### src/rtl/core/tlvrfe_pkg.sv
`default_nettype none
// ----------------------------------------------------------------------------
// tlvrfe_pkg
// Shared types, tag codes and field kinds for the tag-length-value record
// field extractor.
// ----------------------------------------------------------------------------
package tlvrfe_pkg;

  localparam int IMAGE_BYTES_DEF = 128;
  localparam int TEXT_BYTES_DEF  = 16;

  // Record tags
  localparam logic [7:0] TAG_CLEI     = 8'h1a;
  localparam logic [7:0] TAG_DATE     = 8'h17;
  localparam logic [7:0] TAG_SERIAL   = 8'h16;
  localparam logic [7:0] TAG_PART     = 8'h15;
  localparam logic [7:0] TAG_DIR      = 8'h05;
  localparam logic [7:0] TAG_TYPE     = 8'h01;
  localparam logic [7:0] TAG_CHECKSUM = 8'h00;

  // Field kinds
  localparam logic [2:0] KIND_CLEI     = 3'd0;
  localparam logic [2:0] KIND_DATE     = 3'd1;
  localparam logic [2:0] KIND_SERIAL   = 3'd2;
  localparam logic [2:0] KIND_PART     = 3'd3;
  localparam logic [2:0] KIND_DIR      = 3'd4;
  localparam logic [2:0] KIND_TYPE     = 3'd5;
  localparam logic [2:0] KIND_CHECKSUM = 3'd6;

  // Result events
  localparam logic [1:0] EV_VALUE = 2'd0;
  localparam logic [1:0] EV_EMPTY = 2'd1;
  localparam logic [1:0] EV_HALT  = 2'd2;

  typedef struct packed {
    logic [7:0] data_byte;
    logic       image_start;
  } in_req_t;

  typedef struct packed {
    logic [1:0]  event_res;
    logic [2:0]  field_kind;
    logic [3:0]  byte_pos;
    logic [7:0]  value_byte;
    logic        record_last;
    logic [31:0] directive_word;
    logic        image_done;
  } out_req_t;

  typedef struct packed {
    logic       known;
    logic [2:0] kind;
  } tag_lookup_t;

  function automatic tag_lookup_t lookup_tag(input logic [7:0] tag);
    tag_lookup_t res;
    res.known = 1'b1;
    res.kind  = KIND_CLEI;
    unique case (tag)
      TAG_CLEI:     res.kind = KIND_CLEI;
      TAG_DATE:     res.kind = KIND_DATE;
      TAG_SERIAL:   res.kind = KIND_SERIAL;
      TAG_PART:     res.kind = KIND_PART;
      TAG_DIR:      res.kind = KIND_DIR;
      TAG_TYPE:     res.kind = KIND_TYPE;
      TAG_CHECKSUM: res.kind = KIND_CHECKSUM;
      default:      res.known = 1'b0;
    endcase
    return res;
  endfunction

endpackage
`default_nettype wire

### src/rtl/core/tlv_record_field_extractor.sv
`default_nettype none
// ----------------------------------------------------------------------------
// tlv_record_field_extractor
// Parses tag, length, value records from an identity-memory image streamed
// one byte per request and reports kept value bytes and record events.
// ----------------------------------------------------------------------------
// Usage:
//   Input channel (in_valid / in_stall / in_data) takes one image byte per
//   request; set image_start on the first byte of each image to restart the
//   parser. Result channel (out_valid / out_stall / out_data) carries at most
//   one result per input byte: a kept value byte, an empty record or an
//   unknown-tag halt. Known tag bytes, nonzero length bytes, excess value bytes and
//   bytes after the image end or a halt produce nothing.
//   A result is registered in the output register, or the skid register if held.
//   Throughput: one byte per cycle while in_stall is low, set by the single
//   parse stage that updates the parser state and a result register together.
//   Stall: a result waiting under out_stall stays on the port while the next
//   byte is still taken; its result goes to a one-entry skid register.
//   in_stall rises only while that skid register is occupied.
//   Reset: parser returns to expect-tag at image byte 0, both result
//   registers are emptied.
// ----------------------------------------------------------------------------
module tlv_record_field_extractor #(
  parameter int IMAGE_BYTES = tlvrfe_pkg::IMAGE_BYTES_DEF,
  parameter int TEXT_BYTES  = tlvrfe_pkg::TEXT_BYTES_DEF
) (
  input  wire logic                 clk,
  input  wire logic                 rst_n,
  input  wire logic                 in_valid,
  output logic                      in_stall,
  input  wire tlvrfe_pkg::in_req_t  in_data,
  output logic                      out_valid,
  input  wire logic                 out_stall,
  output tlvrfe_pkg::out_req_t      out_data
);

  // Byte counter width covers image positions 0 .. IMAGE_BYTES-1.
  localparam int BI_W   = $clog2(IMAGE_BYTES);
  // Value counter saturates at the keep limit; keep at least 4 bits for byte_pos.
  localparam int VI_RAW = $clog2(TEXT_BYTES) + 1;
  localparam int VI_W   = (VI_RAW > 4) ? VI_RAW : 4;

  typedef enum logic [1:0] {
    PH_TAG,
    PH_LEN,
    PH_VAL,
    PH_HALT
  } phase_t;

  // Parser state
  phase_t            phase_r, phase_nxt;
  logic [BI_W-1:0]   bidx_r, bidx_nxt;
  logic [2:0]        kind_r, kind_nxt;
  logic [7:0]        rem_r, rem_nxt;
  logic [VI_W-1:0]   vi_r, vi_nxt;
  logic [31:0]       word_r, word_nxt;

  // Result registers
  logic                 out_valid_r;
  tlvrfe_pkg::out_req_t out_r;
  logic                 skid_valid_r;
  tlvrfe_pkg::out_req_t skid_r;

  // Effective state after an image start
  phase_t            eff_phase;
  logic [BI_W-1:0]   eff_bidx;
  logic [2:0]        eff_kind;
  logic [7:0]        eff_rem;
  logic [VI_W-1:0]   eff_vi;
  logic [31:0]       eff_word;

  logic                   accept;
  logic                   produce;
  logic                   last_byte;
  tlvrfe_pkg::out_req_t   res;
  tlvrfe_pkg::tag_lookup_t look;
  logic [7:0]             rem_dec;
  logic [VI_W-1:0]        lim;
  logic [VI_W-1:0]        vi_inc;
  logic                   keep;
  logic [31:0]            word_upd;

  function automatic logic [VI_W-1:0] keep_limit(input logic [2:0] kind);
    logic [VI_W-1:0] l;
    if (kind <= tlvrfe_pkg::KIND_PART) begin
      l = VI_W'(TEXT_BYTES - 1);
    end else if (kind == tlvrfe_pkg::KIND_DIR) begin
      l = VI_W'(4);
    end else begin
      l = VI_W'(1);
    end
    return l;
  endfunction

  assign in_stall  = skid_valid_r;
  assign accept    = in_valid && !skid_valid_r;
  assign out_valid = out_valid_r;
  assign out_data  = out_r;

  // Apply image start before parsing the byte.
  always_comb begin
    if (in_data.image_start) begin
      eff_phase = PH_TAG;
      eff_bidx  = '0;
      eff_kind  = tlvrfe_pkg::KIND_CLEI;
      eff_rem   = '0;
      eff_vi    = '0;
      eff_word  = '0;
    end else begin
      eff_phase = phase_r;
      eff_bidx  = bidx_r;
      eff_kind  = kind_r;
      eff_rem   = rem_r;
      eff_vi    = vi_r;
      eff_word  = word_r;
    end
  end

  assign last_byte = (eff_bidx == BI_W'(IMAGE_BYTES - 1));
  assign look      = tlvrfe_pkg::lookup_tag(in_data.data_byte);
  assign rem_dec   = eff_rem - 8'd1;
  assign lim       = keep_limit(eff_kind);
  assign vi_inc    = eff_vi + VI_W'(1);
  assign keep      = (eff_vi < lim);

  // Place a directives byte, most significant byte first.
  always_comb begin
    word_upd = eff_word;
    unique case (eff_vi[1:0])
      2'd0: word_upd[31:24] = in_data.data_byte;
      2'd1: word_upd[23:16] = in_data.data_byte;
      2'd2: word_upd[15:8]  = in_data.data_byte;
      2'd3: word_upd[7:0]   = in_data.data_byte;
    endcase
  end

  // Parse one byte.
  always_comb begin
    phase_nxt = eff_phase;
    bidx_nxt  = eff_bidx;
    kind_nxt  = eff_kind;
    rem_nxt   = eff_rem;
    vi_nxt    = eff_vi;
    word_nxt  = eff_word;
    produce   = 1'b0;
    res       = '0;
    res.image_done = last_byte;

    unique case (eff_phase)
      PH_TAG: begin
        if (!look.known) begin
          res.event_res = tlvrfe_pkg::EV_HALT;
          produce       = 1'b1;
          phase_nxt     = PH_HALT;
        end else begin
          kind_nxt  = look.kind;
          phase_nxt = PH_LEN;
        end
      end
      PH_LEN: begin
        rem_nxt  = in_data.data_byte;
        vi_nxt   = '0;
        word_nxt = '0;
        if (in_data.data_byte == 8'd0) begin
          res.event_res   = tlvrfe_pkg::EV_EMPTY;
          res.field_kind  = eff_kind;
          res.record_last = 1'b1;
          produce         = 1'b1;
          phase_nxt       = PH_TAG;
        end else begin
          phase_nxt = PH_VAL;
        end
      end
      PH_VAL: begin
        rem_nxt = rem_dec;
        if (keep) begin
          if (eff_kind == tlvrfe_pkg::KIND_DIR) begin
            word_nxt = word_upd;
          end
          res.event_res   = tlvrfe_pkg::EV_VALUE;
          res.field_kind  = eff_kind;
          res.byte_pos    = eff_vi[3:0];
          res.value_byte  = in_data.data_byte;
          res.record_last = (rem_dec == 8'd0) || (vi_inc == lim) || last_byte;
          if ((eff_kind == tlvrfe_pkg::KIND_DIR) && res.record_last) begin
            res.directive_word = word_upd;
          end
          produce = 1'b1;
          // Saturate at the keep limit; excess bytes are dropped.
          vi_nxt  = vi_inc;
        end
        if (rem_dec == 8'd0) begin
          phase_nxt = PH_TAG;
        end
      end
      PH_HALT: begin
        produce = 1'b0;
      end
    endcase

    if (eff_phase != PH_HALT) begin
      if (last_byte) begin
        phase_nxt = PH_HALT;
      end else begin
        bidx_nxt = BI_W'(eff_bidx + 1'b1);
      end
    end

    produce = produce && accept;
  end

  always_ff @(posedge clk) begin
    if (!rst_n) begin
      phase_r      <= PH_TAG;
      bidx_r       <= '0;
      kind_r       <= tlvrfe_pkg::KIND_CLEI;
      rem_r        <= '0;
      vi_r         <= '0;
      word_r       <= '0;
      out_valid_r  <= 1'b0;
      skid_valid_r <= 1'b0;
    end else begin
      if (accept) begin
        phase_r <= phase_nxt;
        bidx_r  <= bidx_nxt;
        kind_r  <= kind_nxt;
        rem_r   <= rem_nxt;
        vi_r    <= vi_nxt;
        word_r  <= word_nxt;
      end
      if (!out_valid_r || !out_stall) begin
        // Output moves: drain the skid first, else take the new result.
        if (skid_valid_r) begin
          out_r        <= skid_r;
          out_valid_r  <= 1'b1;
          skid_valid_r <= 1'b0;
        end else if (produce) begin
          out_r       <= res;
          out_valid_r <= 1'b1;
        end else begin
          out_valid_r <= 1'b0;
        end
      end else if (produce) begin
        // Output held: park the new result.
        skid_r       <= res;
        skid_valid_r <= 1'b1;
      end
    end
  end

`ifndef SYNTHESIS
  a_skid_behind_out: assert property (@(posedge clk) disable iff (!rst_n)
    skid_valid_r |-> out_valid_r)
    else $error("skid register holds a result while the output is empty");

  a_word_only_dir: assert property (@(posedge clk) disable iff (!rst_n)
    (out_valid_r && (out_r.field_kind != tlvrfe_pkg::KIND_DIR))
      |-> (out_r.directive_word == 32'd0))
    else $error("directives word shown on a non-directives result");

  a_halt_sticks: assert property (@(posedge clk) disable iff (!rst_n)
    (accept && (phase_r == PH_HALT) && !in_data.image_start) |=> (phase_r == PH_HALT))
    else $error("parser left halt without an image start");
`endif

endmodule
`default_nettype wire
### config.mk
export PLATFORM = sky130hd
export DESIGN_NAME = tlv_record_field_extractor
export DESIGN_NICKNAME = d
export VERILOG_FILES = /design/src/rtl/core/tlvrfe_pkg.sv /design/src/rtl/core/tlv_record_field_extractor.sv
export SDC_FILE = /design/constraint.sdc
export NUM_CORES = 1
export LEC_CHECK = 0
export ABC_AREA = 1
export ABC_CLOCK_PERIOD_IN_PS = 4600
export BUFFER_PORTS_ARGS = -buffer_cell sky130_fd_sc_hd__buf_2
export CORE_MARGIN = 2
export CORE_UTILIZATION = 55
export CTS_BUF_LIST = sky130_fd_sc_hd__clkbuf_8 sky130_fd_sc_hd__clkbuf_16
export DETAILED_ROUTE_END_ITERATION = 8
export HOLD_SLACK_MARGIN = 0.12
export PLACE_DENSITY = 0.77
export RECOVER_POWER = 50
export SYNTH_ARGS = -nofsm -noshare
export SYNTH_HDL_FRONTEND = slang
export SYNTH_SLANG_ARGS = --single-unit
### constraint.sdc
create_clock -name clk -period 4.6 [get_ports clk]
set_input_delay 0.46 -clock clk [delete_from_list [all_inputs] [get_ports clk]]
set_output_delay 0.46 -clock clk [all_outputs]
set_load 0.02 [all_outputs]
==> impl_metrics.csv, run 1 <==
group,metric,value,unit
place,globalplace.congestion,0.882,
sta,clock.fmax,255,MHz
pwr,power.internal,2580,uW
clock_tree,cts_max_path_buffers,2,
critical_path,crit_required,4.89,ns
clock_tree,postCtsSetupRepairBufs,0,
critical_path,path_max_fanout,38,
floorplanning,placeableCoreArea,15700,um2
synth,synthesis.area_per_instance,7.92,um2
synth,synth_top_cell_by_area,"sky130_fd_sc_hd__edfxtp_1",
drt,routed_via_density,5.55,
drt,detail-route-antenna-nets,0,
cells_and_area,areaGrowthSynthToFinish,11.5,%
sta,max-slew-margin-rel,-29.9,%
floorplanning,floorplan.initialDensity,55.5,%
critical_path,timing.rr.end,"word_r[3]",
floorplanning,ioPinCount,66,
synth,synth_warnings,0,
drt,detail_route.wl_per_cell,15.2,um
pwr,totalPowerFinal,3410,uW
clock_tree,path_clk_slew,0.06,ns
global_routing,grt_pass1_vias,6838,
run,cap_violations,1,
floorplanning,chipHeight,130,um
cells_and_area,diode_count,0,
clock_tree,cts_resized,0,
global_routing,first_pass_grt_wire_length,33.6,mm
place,place.port_buffers,65,
cells_and_area,post_route_cells_drive_above_1_share,7.21,%
sta,timing.final.crit_share,85.2,%
global_routing,grt_max_degree,62,
synth,syn_area,8720,um2
worst_hold_path,min_from,"out_stall",
critical_path,ff2ff_path_depth,9,
critical_path,critical_path_cell_sequence,"clkbuf_1 > clkinv_1 > clkbuf_1 > nand2_1 > ha_1 > clkbuf_2 > inv_1 > nor2_1 > nand3_1 > o211ai_1 > a21oi_1",
synth,netlist_top_cells_area,"sky130_fd_sc_hd__edfxtp_1 (35%), sky130_fd_sc_hd__dfxtp_1 (14%), sky130_fd_sc_hd__nand2_1 (12%)",
sta,finalClockSkew,0.00732,ns
sta,worst-slew-pin-transition,1.95,ns
synth,synth-edff-count,102,
synth,synth.top_cells.by_count,"sky130_fd_sc_hd__nand2_1 (286), sky130_fd_sc_hd__inv_1 (116), sky130_fd_sc_hd__nor2_1 (108)",
pwr,vdd_ir_drop_max,261,uV
clock_tree,clock_buffer_count_from_cts,17,
sta,final_total_negative_setup_slack,0,ns
critical_path,cpMostUsedCell,"sky130_fd_sc_hd__clkbuf_1",
critical_path,sort_of_element_at_the_start_of_the_critical_path,"input pin",
sta,final_period_minus_worst_setup_slack,3.92,ns
clock_tree,cts_sinks,161,
critical_path,crit_slowest_cell,"sky130_fd_sc_hd__clkbuf_1",
cells_and_area,finish.net_count,1168,
floorplanning,die_area,16900,um2
worst_hold_path,min-delay-path-class,"in2reg",
clock_tree,htree_levels,4,
sta,final-setup-viol-count,0,
place,place.detailed.hpwl,13.4,mm
pwr,seq_power_share,47.2,%
critical_path,critical-path-max-stage-delay,0.65,ns
floorplanning,die_x,130,um
cells_and_area,fillers,1391,
critical_path,worst_r2r_startpoint,"in_stall",
drt,detail_route.iter0.violations,829,
floorplanning,placementRows,46,
global_routing,antenna_found_initial,0,
outcome,failed_checks,"capacitance limit, slew limit",
outcome,run_status,"finished, violations left",
pwr,switchingPower,834,uW
drt,drc,0,
synth,synth_ff_type,"sky130_fd_sc_hd__edfxtp_1",
sta,hold_viol_final,0,
critical_path,reg2reg_slack,1.00,ns
worst_hold_path,hold-path-cell-count,3,
pwr,power_leakage,0.00396,uW
sta,timing_max_transition_violations_final,45,
critical_path,critical_path_class,"in2reg",
pwr,power_density,351,nW/um2
clock_tree,clock_tree.root_cell,"sky130_fd_sc_hd__clkbuf_16",
synth,synth_top_cell_area_share,35.1,%
pwr,power.switching_fraction,24.4,%
drt,detail_route.wirelength,20.8,mm
synth,synth.distinct_cells,30,
clock_tree,clk-insertion-delay-late,0.43,ns
synth,synth-seq-area-share,48.6,%
critical_path,timing.critical_path.to_type,"flop",
pwr,p_comb_share,9.3,%
global_routing,grt_remaining_overflow,0,
critical_path,crit_arrival,4.21,ns
synth,synthArstFlopShare,0,%
pwr,power.clock.fraction,43.4,%
synth,synth.ff_latch_count,161,
synth,mappedNetlistNets,1131,
sta,grt_setup_unrepaired,"false",
clock_tree,number_of_buffers_inserted_by_hold_repair_at_cts,0,
clock_tree,clock_tree_from_tritoncts,"built",
global_routing,global_route.usage.total,25.3,%
synth,most_common_cell_in_the_netlist,"sky130_fd_sc_hd__nand2_1",
drt,drt_first_pass_iters,5,
drt,via_count,7591,
worst_hold_path,whs_endpoint,"in_stall",
synth,post_synth_inst_count,1102,
## flip-flops by register name, indices dropped and copies added, names as in the netlist
signal / cells
skid_r: 51
phase_r: 2
out_valid: 1
rem_r: 8
kind_r: 3
in_stall: 1
word_r: 32
vi_r: 5
bidx_r: 7
out_data: 51
## layer usage
layer	routed length (um)	global-route usage [%]
met5	0	0
met3	1550	3.81
met4	544	10.4
met1	9280	36.4
met2	9400	38.6
## power groups by stage
stage	registers [uW]	logic (uW)	clock network (uW)
CTS	1610	322	1490
detailed placement	1640	320	0
global placement	1640	313	0
global route	1620	356	1550
finish	1610	318	1480
floorplan	1670	197	0
## through the flow
step	util, %	hold WS, ns	instances	instance area [um2]	worst slack, ns
global placement	58.5	0.453	1336	9200	0.911
finish	61.9	0.367	1367	9730	0.679
floorplan	-	0.445	1102	8730	0.550
global route	61.9	0.381	1367	9730	0.435
CTS	62.5	0.365	1367	9810	1.14
detailed placement	58.5	0.455	1336	9200	0.832
## critical path: cells and delay by family
kind | cells | cell delay [ns]
buffers and inverters | 5 | 2.19
AOI/OAI and AO/OA | 2 | 0.20
adders and majority gates | 1 | 0.39
and+or+nand+nor | 3 | 0.95
## area by class of cell
| class | count | area, um2 | share of cell area (%) |
|---|---|---|---|
| Clock buffer | 17 | 425 | 4.37 |
| Timing Repair Buffer | 81 | 382 | 3.92 |
| Tap cell | 216 | 270 | 2.78 |
| Clock inverter | 14 | 191 | 1.97 |
| Inverter | 123 | 462 | 4.74 |
| Sequential cell | 161 | 4240 | 43.6 |
| Multi-Input combinational cell | 755 | 3760 | 38.6 |
## how the worst max path moves through the flow
| stage | start | end | slack, ns | cells after the start |
|---|---|---|---|---|
| floorplan | in_data[0] | out_data[0] | 0.55 | 21 |
| global placement | in_data[0] | out_data[14] | 0.91 | 19 |
| detailed placement | in_data[0] | out_data[9] | 0.83 | 17 |
| CTS | kind_r[2] | out_data[4] | 1.14 | 17 |
| global route | in_data[0] | out_data[13] | 0.43 | 21 |
| finish | in_data[0] | vi_r[3] | 0.68 | 11 |
## cells in the final DEF (no fill, tap or decap), drive strengths merged, types with 11 or more instances in the layout
cell / synthesis / routed
a21oi: 76 / 76
buf: 20 / 25
clkbuf: 43 / 73
dfxtp: 59 / 59
edfxtp: 102 / 102
ha: 16 / 16
inv: 121 / 122
nand2: 289 / 289
nand3: 40 / 40
nor2: 128 / 128
nor3: 11 / 11
o211ai: 25 / 25
o21a: 13 / 13
o21ai: 104 / 104
o21bai: 32 / 32
## kinds of logic after synthesis
| logic type | count (synthesis) | share of synthesized area [%] |
|---|---|---|
| buffers and inverters | 186 | 8.39 |
| flip-flops | 161 | 48.6 |
| adder cells (fa/ha/maj) | 16 | 2.29 |
| AO/OA/AOI/OAI | 262 | 17.4 |
| AND/OR/NAND/NOR | 477 | 23.3 |
Note: power is estimated with default switching activity, not from simulation.
==> run 2, diff against run 1 <==
- CORE_UTILIZATION: 55 -> 40
- PLACE_DENSITY: 0.77 -> default
==> impl_metrics.csv, run 2 (synthesis results as in run 1) <==
group,metric,value,unit
sta,whs,0.410,ns
clock_tree,postCtsSetupRepairBufs,0,
pwr,power_density,351,nW/um2
global_routing,grt_pass1_vias,6838,
critical_path,crit_slowest_cell,"sky130_fd_sc_hd__clkbuf_1",
global_routing,antenna_found_initial,0,
worst_hold_path,min_from,"out_stall",
critical_path,cpMostUsedCell,"sky130_fd_sc_hd__nand2_1",
clock_tree,clock_buffer_count_from_cts,17,
clock_tree,cts_resized,0,
worst_hold_path,whs_endpoint,"in_stall",
drt,detail_route.wl_per_cell,15.6,um
floorplanning,placementRows,54,
critical_path,critical-path-max-stage-delay,0.56,ns
outcome,run_status,"finished, violations left",
drt,drc,0,
sta,grt_setup_unrepaired,"false",
floorplanning,chipHeight,152,um
clock_tree,cts_sinks,161,
floorplanning,floorplan.initialDensity,40.4,%
clock_tree,number_of_buffers_inserted_by_hold_repair_at_cts,0,
critical_path,timing.rr.end,"out_data[14]",
sta,max-slew-margin-rel,-27.8,%
sta,final_total_negative_setup_slack,0,ns
critical_path,reg2reg_slack,1.22,ns
critical_path,crit_arrival,3.88,ns
cells_and_area,post_route_cells_drive_above_1_share,7.20,%
global_routing,first_pass_grt_wire_length,35.4,mm
drt,detail-route-antenna-nets,0,
critical_path,crit_required,4.78,ns
cells_and_area,finish.net_count,1169,
global_routing,grt_remaining_overflow,0,
clock_tree,clock_tree_from_tritoncts,"built",
cells_and_area,diode_count,0,
critical_path,timing.critical_path.to_type,"flop",
sta,clock.fmax,270,MHz
pwr,power_leakage,0.00397,uW
sta,timing_max_transition_violations_final,44,
critical_path,critical_path_class,"in2reg",
clock_tree,cts_max_path_buffers,2,
clock_tree,htree_levels,4,
floorplanning,ioPinCount,66,
place,globalplace.congestion,0.858,
drt,drt_first_pass_iters,5,
critical_path,timing.critical_path.max_delay_family,"buffers and inverters",
sta,hold_viol_final,0,
cells_and_area,final_util,45.4,%
worst_hold_path,hold-path-cell-count,3,
critical_path,sort_of_element_at_the_start_of_the_critical_path,"input pin",
cells_and_area,layout_common_cells,"sky130_fd_sc_hd__nand2_1 (287), sky130_fd_sc_hd__inv_1 (118), sky130_fd_sc_hd__nor2_1 (107)",
cells_and_area,commonest_non_fill_non_tap_cell_in_the_layout,"sky130_fd_sc_hd__nand2_1",
global_routing,global_route.usage.total,19.8,%
pwr,vdd_ir_drop_max,172,uV
drt,detail_route.wirelength,22.4,mm
critical_path,path_max_fanout,50,
drt,routed_via_density,5.16,
drt,via_count,7393,
sta,final-setup-viol-count,0,
sta,final_period_minus_worst_setup_slack,3.70,ns
sta,finalClockSkew,0.00748,ns
floorplanning,die_x,152,um
floorplanning,die_area,23000,um2
sta,timing.final.crit_share,80.4,%
cells_and_area,areaGrowthSynthToFinish,12.4,%
place,place.detailed.hpwl,14.3,mm
critical_path,cp.buffers_inverters,5,
sta,worst-slew-pin-transition,1.92,ns
floorplanning,placeableCoreArea,21600,um2
place,place.port_buffers,65,
worst_hold_path,min-delay-path-class,"in2reg",
critical_path,critical_path_cell_sequence,"clkbuf_1 > clkinv_1 > buf_4 > nand2_1 > ha_1 > nand2_1 > inv_1 > nand2_1 > nand2_1 > nor2_1 > nand2_1 > nor2_1 > nand2_1 > nand2_1 > nand2_2 > buf_4 > nor2_1 > nand2_1 > nand2_1",
critical_path,worst_r2r_startpoint,"kind_r[2]",
clock_tree,clock_tree.root_cell,"sky130_fd_sc_hd__clkbuf_16",
clock_tree,clk-insertion-delay-late,0.43,ns
critical_path,ff2ff_path_depth,18,
outcome,failed_checks,"capacitance limit, slew limit",
run,cap_violations,1,
drt,detail_route.iter0.violations,666,
clock_tree,path_clk_slew,0.06,ns
global_routing,grt_max_degree,62,
## run 2: cell types whose count changed in the layout (fill, tap and decap cells not counted)
cell,previous run,this run
sky130_fd_sc_hd__inv_1,117,118
sky130_fd_sc_hd__inv_6,0,1
sky130_fd_sc_hd__nand2_2,3,2
sky130_fd_sc_hd__buf_12,1,0
sky130_fd_sc_hd__inv_2,4,5
sky130_fd_sc_hd__clkinvlp_4,4,3
sky130_fd_sc_hd__buf_4,12,14
sky130_fd_sc_hd__nand2_1,286,287
sky130_fd_sc_hd__clkinv_2,1,0
## run 2: how the worst max path moves through the flow
stage,cells after the start,startpoint,slack [ns],to
2_1_floorplan,21,in_data[0],0.55,out_data[0]
3_3_place_gp,11,in_data[0],0.94,out_data[12]
3_5_place_dp,14,in_data[0],0.85,out_data[12]
4_1_cts,18,kind_r[2],1.24,out_data[14]
5_1_grt,19,in_data[0],0.49,out_data[2]
6_report,19,in_data[0],0.90,out_data[2]
## run 2: report_power, final
group | leakage, uW | internal, uW | switching (uW) | total (uW)
Combinational | 0.00227 | 85.7 | 239 | 325
Clock | 0.000303 | 907 | 597 | 1500
Sequential | 0.00140 | 1590 | 21.5 | 1610
Total | 0.00397 | 2580 | 858 | 3440
## run 2: layout make-up
class | count | area (um2)
timing repair buffer | 82 | 377
tap | 280 | 350
inverter | 123 | 462
fill | 2158 | 11800
multi-input combinational | 755 | 3750
clock inverter | 15 | 195
clock buffer | 17 | 425
sequential | 161 | 4240
## run 2: tightest hold or removal path, stage by stage
cell,delay (ns)
sky130_fd_sc_hd__buf_2,0.09
sky130_fd_sc_hd__nand2_1,0.15
sky130_fd_sc_hd__nor2_1,0.08
## run 2: per-stage QoR
stage               total power, uW  setup WS, ns  cells  instance area, um2
floorplan                      1870         0.550   1102                8730
global placement               1970         0.937   1401                9270
detailed placement             1970         0.854   1401                9270
CTS                            3470          1.24   1433                9890
global route                   3570         0.490   1433                9810
finish                         3440         0.901   1433                9810
## run 2: layer usage
| metal | global-route usage (%) | vias up | share of wire [%] |
|---|---|---|---|
| met4 | 5.93 | 0 | 1.7 |
| met1 | 27.3 | 3449 | 48 |
| met3 | 3.17 | 23 | 4.7 |
| met5 | 0 | - | 0 |
| li1 | - | 3727 | - |
| met2 | 32.2 | 194 | 46 |
